[src/design/kdeq_pkg.sv]
// kdeq_pkg: shared types, codes and defaults for the key debounce event queue
// no dependencies
`timescale 1ns / 1ps

package kdeq_pkg;

  localparam int QUEUE_DEPTH_DEF = 16;

  localparam int CFG_IDX_W  = 2;
  localparam int CFG_DATA_W = 16;
  localparam int CNT_W      = 16;

  localparam logic [CFG_IDX_W-1:0] REG_PRESSED_LEVEL     = 2'd0;
  localparam logic [CFG_IDX_W-1:0] REG_LONG_PRESS_ENABLE = 2'd1;
  localparam logic [CFG_IDX_W-1:0] REG_LONG_PRESS_TICKS  = 2'd2;

  localparam logic             PRESSED_LEVEL_RST     = 1'b0;
  localparam logic             LONG_PRESS_ENABLE_RST = 1'b1;
  localparam logic [CNT_W-1:0] LONG_PRESS_TICKS_RST  = 16'd100;
  localparam logic [CNT_W-1:0] CNT_MAX               = 16'hFFFF;

  localparam logic OP_SAMPLE = 1'b0;
  localparam logic OP_READ   = 1'b1;

  localparam int EV_W = 2;
  localparam logic [EV_W-1:0] EV_NONE    = 2'd0;
  localparam logic [EV_W-1:0] EV_PRESS   = 2'd1;
  localparam logic [EV_W-1:0] EV_RELEASE = 2'd2;
  localparam logic [EV_W-1:0] EV_LONG    = 2'd3;

  typedef enum logic [2:0] {
    ST_IDLE  = 3'b001,
    ST_MAYBE = 3'b010,
    ST_HELD  = 3'b100
  } deb_state_t;

  typedef struct packed {
    logic operation;
    logic pin_level;
  } in_word_t;

  typedef struct packed {
    logic [EV_W-1:0] event_res;
    logic            queue_empty;
  } out_word_t;

endpackage

[src/design/kdeq_ram.sv]
// kdeq_ram: generic single write port ram with one registered read port
// no dependencies
`timescale 1ns / 1ps

module kdeq_ram #(
  parameter int WIDTH = 2,
  parameter int DEPTH = 16,
  parameter int ADDR_W = $clog2(DEPTH)
) (
  input  logic              clk,
  input  logic              we,
  input  logic [ADDR_W-1:0] waddr,
  input  logic [WIDTH-1:0]  wdata,
  input  logic [ADDR_W-1:0] raddr,
  output logic [WIDTH-1:0]  rdata
);

  logic [WIDTH-1:0] mem [DEPTH];
  logic [WIDTH-1:0] rdata_r;

  always_ff @(posedge clk) begin
    if (we) begin
      mem[waddr] <= wdata;
    end
    rdata_r <= mem[raddr];
  end

  assign rdata = rdata_r;

endmodule

[src/design/kdeq_out_buf.sv]
// kdeq_out_buf: two-entry result buffer, output register plus skid stage
// depends on kdeq_pkg
`timescale 1ns / 1ps

module kdeq_out_buf (
  input  logic                clk,
  input  logic                rst_n,
  input  logic                push,
  input  kdeq_pkg::out_word_t push_data,
  output logic                has_room,
  output logic                out_valid,
  input  logic                out_ready,
  output kdeq_pkg::out_word_t out_data
);
  import kdeq_pkg::*;

  out_word_t main_r, main_nxt;
  out_word_t skid_r, skid_nxt;
  logic      main_v_r, main_v_nxt;
  logic      skid_v_r, skid_v_nxt;
  logic      pop;

  assign pop = main_v_r && out_ready;

  always_comb begin
    main_nxt   = main_r;
    skid_nxt   = skid_r;
    main_v_nxt = main_v_r;
    skid_v_nxt = skid_v_r;
    if (push) begin
      if (!main_v_r || pop) begin
        main_nxt   = push_data;
        main_v_nxt = 1'b1;
      end else begin
        skid_nxt   = push_data;
        skid_v_nxt = 1'b1;
      end
    end else if (pop) begin
      if (skid_v_r) begin
        main_nxt   = skid_r;
        skid_v_nxt = 1'b0;
      end else begin
        main_v_nxt = 1'b0;
      end
    end
  end

  always_ff @(posedge clk) begin
    if (!rst_n) begin
      main_v_r <= 1'b0;
      skid_v_r <= 1'b0;
    end else begin
      main_v_r <= main_v_nxt;
      skid_v_r <= skid_v_nxt;
    end
    main_r <= main_nxt;
    skid_r <= skid_nxt;
  end

  assign has_room  = !skid_v_r;
  assign out_valid = main_v_r;
  assign out_data  = main_r;

endmodule

[src/design/key_debounce_event_queue.sv]
// key_debounce_event_queue: push-button debouncer with press, release and
// long-press events in a ring queue; depends on kdeq_pkg, kdeq_ram, kdeq_out_buf
// result: each accepted input word gives one result word, registered in the result buffer's output or skid register
// throughput: one word per cycle, limited only by the two-entry result buffer
// reset: synchronous, clears state machine, tick count, queue pointers and result buffer, loads config defaults
`timescale 1ns / 1ps

module key_debounce_event_queue #(
  parameter int QUEUE_DEPTH = kdeq_pkg::QUEUE_DEPTH_DEF
) (
  input  logic                                clk,
  input  logic                                rst_n,
  input  logic                                in_valid,
  output logic                                in_ready,
  input  kdeq_pkg::in_word_t                  in_data,
  output logic                                out_valid,
  input  logic                                out_ready,
  output kdeq_pkg::out_word_t                 out_data,
  input  logic                                cfg_wr_en,
  input  logic [kdeq_pkg::CFG_IDX_W-1:0]      cfg_index,
  input  logic [kdeq_pkg::CFG_DATA_W-1:0]     cfg_wdata
);
  import kdeq_pkg::*;

  localparam int PTR_W = $clog2(QUEUE_DEPTH);
  localparam logic [PTR_W-1:0] PTR_LAST = PTR_W'(QUEUE_DEPTH - 1);

  logic             pressed_level_r;
  logic             long_en_r;
  logic [CNT_W-1:0] long_ticks_r;

  deb_state_t       state_r, state_nxt;
  logic [CNT_W-1:0] cnt_r, cnt_nxt, cnt_inc;
  logic [PTR_W-1:0] wr_ptr_r, wr_ptr_nxt, wr_ptr_inc;
  logic [PTR_W-1:0] rd_ptr_r, rd_ptr_nxt, rd_ptr_inc;
  logic             byp_v_r;
  logic [EV_W-1:0]  byp_data_r;

  logic             accept, has_room, active;
  logic             push_ev;
  logic [EV_W-1:0]  push_code;
  logic [EV_W-1:0]  ram_rdata, head;
  out_word_t        res;

  assign in_ready = has_room && rst_n;
  assign accept   = in_valid && in_ready;
  assign active   = (in_data.pin_level == pressed_level_r);

  assign cnt_inc    = (cnt_r == CNT_MAX) ? cnt_r : cnt_r + CNT_W'(1);
  assign wr_ptr_inc = (wr_ptr_r == PTR_LAST) ? '0 : wr_ptr_r + PTR_W'(1);
  assign rd_ptr_inc = (rd_ptr_r == PTR_LAST) ? '0 : rd_ptr_r + PTR_W'(1);
  assign head       = byp_v_r ? byp_data_r : ram_rdata;

  always_comb begin
    state_nxt  = state_r;
    cnt_nxt    = cnt_r;
    wr_ptr_nxt = wr_ptr_r;
    rd_ptr_nxt = rd_ptr_r;
    push_ev    = 1'b0;
    push_code  = EV_NONE;
    res.event_res = EV_NONE;
    if (accept) begin
      if (in_data.operation == OP_SAMPLE) begin
        unique case (state_r)
          ST_MAYBE: begin
            cnt_nxt = cnt_inc;
            if (active) begin
              push_ev   = 1'b1;
              push_code = EV_PRESS;
              state_nxt = ST_HELD;
            end else begin
              state_nxt = ST_IDLE;
            end
          end
          ST_HELD: begin
            cnt_nxt = cnt_inc;
            if (!active) begin
              push_ev   = 1'b1;
              push_code = EV_RELEASE;
              state_nxt = ST_IDLE;
            end else if (long_en_r && (cnt_inc >= long_ticks_r)) begin
              push_ev   = 1'b1;
              push_code = EV_LONG;
              cnt_nxt   = '0;
            end
          end
          default: begin
            state_nxt = ST_IDLE;
            if (active) begin
              state_nxt = ST_MAYBE;
              cnt_nxt   = '0;
            end
          end
        endcase
        if (push_ev) begin
          wr_ptr_nxt = wr_ptr_inc;
        end
      end else if (wr_ptr_r != rd_ptr_r) begin
        res.event_res = head;
        rd_ptr_nxt    = rd_ptr_inc;
      end
    end
    res.queue_empty = (wr_ptr_nxt == rd_ptr_nxt);
  end

  always_ff @(posedge clk) begin
    if (!rst_n) begin
      pressed_level_r <= PRESSED_LEVEL_RST;
      long_en_r       <= LONG_PRESS_ENABLE_RST;
      long_ticks_r    <= LONG_PRESS_TICKS_RST;
      state_r         <= ST_IDLE;
      cnt_r           <= '0;
      wr_ptr_r        <= '0;
      rd_ptr_r        <= '0;
      byp_v_r         <= 1'b0;
    end else begin
      if (cfg_wr_en) begin
        unique case (cfg_index)
          REG_PRESSED_LEVEL:     pressed_level_r <= cfg_wdata[0];
          REG_LONG_PRESS_ENABLE: long_en_r       <= cfg_wdata[0];
          REG_LONG_PRESS_TICKS:  long_ticks_r    <= cfg_wdata[CNT_W-1:0];
          default: ;
        endcase
      end
      state_r  <= state_nxt;
      cnt_r    <= cnt_nxt;
      wr_ptr_r <= wr_ptr_nxt;
      rd_ptr_r <= rd_ptr_nxt;
      // ram read is registered and returns the old entry, so catch a write to the next head entry
      byp_v_r  <= push_ev && (wr_ptr_r == rd_ptr_nxt);
    end
    byp_data_r <= push_code;
  end

  kdeq_ram #(
    .WIDTH (EV_W),
    .DEPTH (QUEUE_DEPTH)
  ) u_store (
    .clk   (clk),
    .we    (push_ev),
    .waddr (wr_ptr_r),
    .wdata (push_code),
    .raddr (rd_ptr_nxt),
    .rdata (ram_rdata)
  );

  kdeq_out_buf u_out_buf (
    .clk       (clk),
    .rst_n     (rst_n),
    .push      (accept),
    .push_data (res),
    .has_room  (has_room),
    .out_valid (out_valid),
    .out_ready (out_ready),
    .out_data  (out_data)
  );

endmodule

[config.mk]
export PLATFORM = sky130hd
export DESIGN_NAME = key_debounce_event_queue
export DESIGN_NICKNAME = d
export VERILOG_FILES = /design/src/design/kdeq_pkg.sv /design/src/design/kdeq_ram.sv /design/src/design/kdeq_out_buf.sv /design/src/design/key_debounce_event_queue.sv
export SDC_FILE = /design/constraint.sdc
export NUM_CORES = 1
export LEC_CHECK = 0
export BUFFER_PORTS_ARGS = -buffer_cell sky130_fd_sc_hd__buf_2
export CORE_MARGIN = 5
export CORE_UTILIZATION = 45
export CTS_BUF_LIST = sky130_fd_sc_hd__clkbuf_8
export DETAILED_ROUTE_END_ITERATION = 8
export GPL_TIMING_DRIVEN = 0
export SLEW_MARGIN = 0
export SYNTH_ARGS = -nofsm -noshare
export SYNTH_HDL_FRONTEND = slang
export SYNTH_HIERARCHICAL = 1
export SYNTH_SLANG_ARGS = --single-unit
export TNS_END_PERCENT = 10
[constraint.sdc]
create_clock -name clk -period 9.7 [get_ports clk]
set_input_delay 1.94 -clock clk [delete_from_list [all_inputs] [get_ports clk]]
set_output_delay 1.94 -clock clk [all_outputs]
set_load 0.05 [all_outputs]
==> results.md, run 1 <==
- Initial antenna violation count: 0
- EDFF count, synth: 38
- Clock Skew: 0.01291 ns
- # rows: 37
- Mapped cell area: between 4000 and 5000 um2
- # H-tree levels: 3
- Power per cell area: between 100 and 150 nW/um2
- Overflow after GRT: 0
- CP Capture Type: flip-flop
- Mapped Nets: between 500 and 600
- Pre-antenna DRT Iters: 5
- # diodes: 0
- Via Count: about 3600
- Design area: 5185 um2
- WL/cell: 15.21 um
- Crit path cell chain: ha_1 > nand3_1 > or4_4 > nor3_2 > or3_1 > nor3_1 > or2_2 > ha_1 > nand2_1 > or4_1 > o21ai_2 > nand2_1 > a31oi_1 > or3b_2 > nor3_1
- Initial DRC Count: 141
- Ratio of final minimum period to clock period: 53.95%
- Final Power: between 0.7 and 0.8 mW
- Hold Vio Cnt, Final: 0
- Final Wtd Congestion: between 0.8 and 0.9
- Post-synth top flop: dfxtp_1
- CTS tree: built
- Crit path time final: around 5.2 ns
- Combinational Power Share: under 10%
- GRT Total Usage: 16.76%
- Fin nets: about 560
- Share of cells above drive strength 1: roughly 13%
- Largest net degree at the start of global routing: 18
- Vias per std cell: 5.404
- Met1 Use GR: between 10% and 20%
- Launch point of the worst path: cnt_r[0]
- Hold WC Path Type: flip-flop to flip-flop
- Average cell area after synthesis: slightly below 10 um2
- Distinct cells, synth: between 50 and 60
- CTS clk-pin slew, worst paths: 0.09 ns
- Grt met3 use: 2.729%
- Die area: between 10000 and 15000 um2
- Root Driver: clkbuf_8
- Post-cts repair resize count: 0
- Status: complete, no violations
- ANT nets after route: 0
- Vias in the first global route: approximately 3600
- Clk_lat worst skew: 0.36 ns
- CTS buffer count: 9
- Pint: roughly 0.58 mW
- # port buffers: 29
- Worst slew margin: 47.43%
- Most frequent cells in the layout: nand2_1 (70), dfxtp_1 (52), nor2_1 (45), edfxtp_1 (38), a21oi_1 (34)
- Synth Instances: ~480
- Startpoint types: flip-flop
- DP HPWL: approximately 7.4 mm
- Cell leakage power: 1.881 nW
- CORE AREA: 10140 um2
- Synth Register Bits: 90
- Met2 Resource Use GR: between 20 and 30%
- Io pins: 30
- R2R Path Start: cnt_r[0]
- CP delay by family, top: simple AND/OR/NAND/NOR gates
- Worst slew pin tran: between 0.7 and 0.8 ns
- CTS max path bufs: 2
- Worst Hold Launch: long_ticks_r[12]
- NetSw: between 0.15 and 0.2 mW
- DRC viols: 0
- CP Data Arrival Time: around 5.3 ns
- Setup_tns: 0 ns
- FFs w/ async S/R, synth: 0%
- Post-CTS setup buffer count: 0
- Register share of total power: between 50% and 60%
- Global-route wire length before repair: between 15 and 20 mm
- Drt total wl: just over 10 mm
- Synth warn: 6
- CTS Hold Buffers Added: 0
- Num Clock Sinks: 90
- Max Cap Viol: 0
- Final max-slew violation count: 0
- Most common cell after layout, fill and taps aside: nand2_1
- Die H: approximately 110 um
- CP bufs+invs: 0
- Syn-to-layout area delta: 12.58%
- Slowest stage delay, CP: roughly 0.56 ns
- Critical path class: flip-flop to flip-flop
- Unrepaired setup endpoints after global routing: no
- GRT busiest layer: met2
- DP Area: about 4900 um2
- Chip Width: roughly 110 um
- WP data required: roughly 9.7 ns
- Net Sw Frac: a little over a fifth
- Fmax: roughly 190 MHz
- Clock group share of total power: roughly two fifths
- Crit Path Max Fanout: 7
- Post-synthesis sequential area ratio: 47.38%
- Slowest-stage cell, CP: or4_4
- VDD IR max: about 64 uV
- Setup Viol. Count Final: 0
- Initial Util: 45.43%
## power by group through the flow
stage / registers, mW / logic [mW] / clock network [mW]
floorplan: 0.408 / 0.0185 / 0
global placement: 0.406 / 0.0328 / 0
detailed placement: 0.406 / 0.0336 / 0
CTS: 0.397 / 0.0337 / 0.319
global route: 0.398 / 0.0374 / 0.337
finish: 0.397 / 0.0334 / 0.311
## Yosys cell counts, types with 8 or more instances
cell,count,area [um2]
nor2b_1,8,50.05
and2_1,8,50.05
nand2_1,70,262.8
dfxtp_1,52,1041
edfxtp_1,38,1141
a21oi_1,34,170.2
nor2_1,45,168.9
o21ai_0,13,65.06
inv_1,23,86.33
mux2i_1,8,80.08
ha_1,19,237.7
xnor2_1,14,122.6
nor3_1,9,45.04
a22oi_1,14,105.1
clkbuf_1,14,52.55
nand3_1,23,115.1
## final timing paths
kind / to / slack (ns) / depth (start not counted)
worst max-delay path: u_store/mem[0][0] / 4.47 / 15
worst max register to register: u_store/mem[0][0] / 4.47 / 15
worst min register to register: long_ticks_r[12] / 0.46 / 2
worst min-delay path: long_ticks_r[12] / 0.46 / 2
## tightest hold or removal path: cells and delay by family (launching register included)
kind	cells	cell delay, ns
flops	1	0.32
simple gates	1	0.05
compound gates	1	0.05
## cell families after synthesis
logic type | synth area share (%)
buffers and inverters | 3.532
adders and majority gates | 5.162
AOI/OAI and AO/OA | 12.63
xor gates and xnor gates | 3.803
and+or+nand+nor | 20.29
muxes | 7.199
DFF | 47.38
## flip-flops by register name, summed over array words and instances, names as in the netlist
register,flops
byp_data_r,2
byp_v_r,1
cnt_r,16
long_en_r,1
long_ticks_r,16
pressed_level_r,1
rd_ptr_r,4
state_r,3
u_out_buf/out_data,3
u_out_buf/out_valid,1
u_out_buf/skid_r,3
u_out_buf/skid_v_r,1
u_store/mem,32
u_store/rdata,2
wr_ptr_r,4
## stage by stage
step / worst slack, ns / hold slack, ns / utilization (%) / instances
4_1_cts: 4.490 / 0.4599 / 51.14 / 661
3_5_place_dp: 4.548 / 0.4467 / 48.70 / 645
2_1_floorplan: 5.261 / 0.4363 / - / 479
5_1_grt: 4.188 / 0.4804 / 51.14 / 661
3_3_place_gp: 4.184 / 0.4445 / 48.54 / 644
6_report: 4.467 / 0.4591 / 51.14 / 661
## routing by layer
metal,routed length (um),part of all wire (%),up-vias
met5,0,0,-
met4,206,2.0,0
met3,273,2.7,17
met2,5294,53,55
met1,4279,43,1705
li1,-,-,1795
## cell type report
| class | count | area (um2) |
|---|---|---|
| fillers | 965 | 4954 |
| multi-input cells | 348 | 2266 |
| flip-flops and latches | 90 | 2182 |
| well taps | 136 | 170.2 |
| repair buffers | 30 | 156.4 |
| clock buffers | 9 | 123.9 |
| clock inverters | 7 | 123.9 |
| inverters | 25 | 93.84 |
| plain buffers | 16 | 68.82 |
No activity file was read; power rests on OpenSTA's default activity.
==> run 2: changes to the inputs <==
==> constraint.sdc (replaced) <==
create_clock -name clk -period 4.4 [get_ports clk]
set_input_delay 0.88 -clock clk [delete_from_list [all_inputs] [get_ports clk]]
set_output_delay 0.88 -clock clk [all_outputs]
set_load 0.05 [all_outputs]
==> run 2 against run 1 <==
- clock-buffer cell count unchanged
- first-iteration DRC count increased by 22%
- sequential cell count unchanged
- sequential power increased by 120%
- combinational power increased by 130%
- setup slack got worse by 4.3 ns
==> results.md, run 2 (synthesized netlist as in run 1, its figures left out) <==
- CORE AREA: 10140 um2 (unchanged)
- Vias in the first global route: 3356 (-6.0%)
- Via Count: 3584 (+0.34%)
- R2R setup slack: 0.14 ns (-4.33 ns)
- Syn-to-layout area delta: 16.95%
- # diodes: 0 (unchanged)
- R2R Path Start: cnt_r[0]
- Cell leakage power: 1.958 nW (+4.1%)
- Hold WC Path Type: flip-flop to flip-flop
- Root Driver: clkbuf_8
- CTS tree: built
- Most frequent cells in the layout: nand2_1 (68), dfxtp_1 (50), nor2_1 (43), edfxtp_1 (38), a21oi_1 (34)
- Global-route wire length before repair: 16.52 mm (-1.4%)
- CP Data Arrival Time: 4.39 ns (-0.88 ns)
- Largest net degree at the start of global routing: 18 (unchanged)
- DRC viols: 0 (unchanged)
- Chip Width: 111.2 um (unchanged)
- Depth of the most critical reg-to-reg path: 19 (+4)
- Hold Vio Cnt, Final: 0 (unchanged)
- Reg with most FFs: u_store/mem
- Max Cap Viol: 0 (unchanged)
- WP data required: 4.53 ns (-5.20 ns)
- CTS buffer count: 9 (unchanged)
- Design area: 5386 um2 (+3.9%)
- Final Wtd Congestion: 0.8541 (+3.7%)
- Number of fill cells in the layout: 923 (-4.4%)
- WL/cell: 15.13 um (-0.54%)
- VDD IR max: 177.2 uV (+180%)
- Worst slew margin: 45.13% (-2.3 points)
- Pre-antenna DRT Iters: 5 (unchanged)
- Launch point of the worst path: cnt_r[0]
- # H-tree levels: 3 (unchanged)
- Dpl ws: -0.6936 ns (-5.242 ns)
- Ratio of final minimum period to clock period: 96.91% (+43 points)
- Drt total wl: 10.15 mm (+0.96%)
- Initial DRC Count: 172 (+22%)
- Initial antenna violation count: 0 (unchanged)
- DP Area: 4943 um2 (+0.13%)
- Crit Path Max Fanout: 8 (+1)
- Final worst setup slack: 0.1360 ns (-4.331 ns)
- Die area: 12360 um2 (unchanged)
- End point of the critical path: u_out_buf/out_data[0]
- Critical path class: flip-flop to flip-flop
- Worst slew pin tran: 0.8168 ns (+0.03302 ns)
- Num Clock Sinks: 90 (unchanged)
- GRT Total Usage: 16.61% (-0.15 points)
- Startpoint types: flip-flop
- Status: complete, no violations
- Reg-to-Reg End: u_out_buf/out_data[0]
- Power per cell area: 286.5 nW/um2 (+100%)
- CTS max path bufs: 2 (unchanged)
- Overflow after GRT: 0 (unchanged)
- Max reg flops: 32 (unchanged)
- Crit path time final: 4.264 ns (-0.9691 ns)
- Clk_lat worst skew: 0.37 ns (about the same)
- # port buffers: 29 (unchanged)
- Setup Viol. Count Final: 0 (unchanged)
- ANT nets after route: 0 (unchanged)
- Top flop regs: u_store/mem: 32 flops, cnt_r: 16 flops, long_ticks_r: 16 flops
- Initial Util: 45.43% (unchanged)
- Fmax: 234.5 MHz (+23%)
- CP Capture Type: flip-flop
- CTS clk-pin slew, worst paths: 0.10 ns (about the same)
- # rows: 37 (unchanged)
- Io pins: 30 (unchanged)
- Most common cell after layout, fill and taps aside: nand2_1
- Fin nets: 574 (+1.8%)
- Die H: 111.2 um (unchanged)
- Final max-slew violation count: 0 (unchanged)
- DP HPWL: 7.344 mm (-0.77%)
- Vias per std cell: 5.341 (-1.2%)
- Share of cells above drive strength 1: 18.69% (+5.7 points)
- Clock Skew: 0.01522 ns (+0.002310 ns)
## run 2: cell types whose count changed in the layout (fill, tap and decap cells not counted), sizes merged
cell / before / now
buf: 32 / 42
clkinv: 1 / 0
inv: 27 / 29
clkinvlp: 1 / 2
bufinv: 3 / 1
## run 2: timing repair
item                       4_1_cts  5_1_grt
cloned                           0        0
pin swaps                        5        7
resized for setup               21       16
buffers inserted                 6        4
hold buffers                     0        0
setup endpoints to repair       44       47
## run 2: metal layers
metal  wire, um  part of all wire (%)  track usage, %
met5          0                     0               0
met4        164                   1.6           6.975
met3        365                   3.6           2.511
met2       4582                    45           24.33
met1       5038                    50           24.37
## run 2: worst min path at each step
stage	from	endpoint	slack (ns)	depth (start not counted)
CTS	long_ticks_r[7]	long_ticks_r[7]	0.46	2
finish	long_ticks_r[7]	long_ticks_r[7]	0.46	2
detailed placement	long_ticks_r[7]	long_ticks_r[7]	0.45	2
global placement	long_ticks_r[13]	long_ticks_r[13]	0.44	2
floorplan	long_ticks_r[10]	long_ticks_r[10]	0.44	2
global route	long_ticks_r[15]	long_ticks_r[15]	0.48	2
## run 2: report_power, final
part	total [mW]	leakage, nW	internal, mW	switching (mW)
Sequential	0.875	0.759	0.870	0.00510
Clock	0.590	0.0988	0.272	0.318
Combinational	0.0782	1.10	0.0276	0.0506
Total	1.54	1.96	1.17	0.373
## run 2: through the flow
stage,setup TNS [ns],util (%),hold WS (ns),instances,power [mW]
floorplan,0,-,0.4363,479,0.9403
global placement,-29.85,48.60,0.4441,644,0.9683
detailed placement,-14.19,48.76,0.4494,645,0.9700
CTS,0,52.09,0.4626,667,1.566
global route,-0.2109,53.13,0.4809,671,1.617
finish,0,53.13,0.4591,671,1.543
## run 2: critical path: stages (launching register included)
cell and delay, ns:
dfxtp_4 0.38, ha_4 0.15, nand3_4 0.09, or4_4 0.52, or3_4 0.38, buf_6 0.14, nand4_1 0.11, nor2_1 0.06
or2_1 0.22, ha_1 0.19, a211oi_1 0.20, o21ai_1 0.13, a41oi_2 0.27, o21ai_4 0.13, buf_4 0.17, a31o_4 0.23
nand3_1 0.08, o211ai_1 0.10, o2111a_1 0.16, mux2_1 0.30
## run 2: cell type report
type	instances	area [um2]	share of cell area (%)
multi-input cells	348	2415	44.83
plain buffers	16	76.32	1.417
well taps	136	170.2	3.159
clock inverters	7	82.58	1.533
clock buffers	9	123.9	2.300
inverters	25	93.84	1.742
repair buffers	40	235.2	4.367
flip-flops and latches	90	2190	40.65
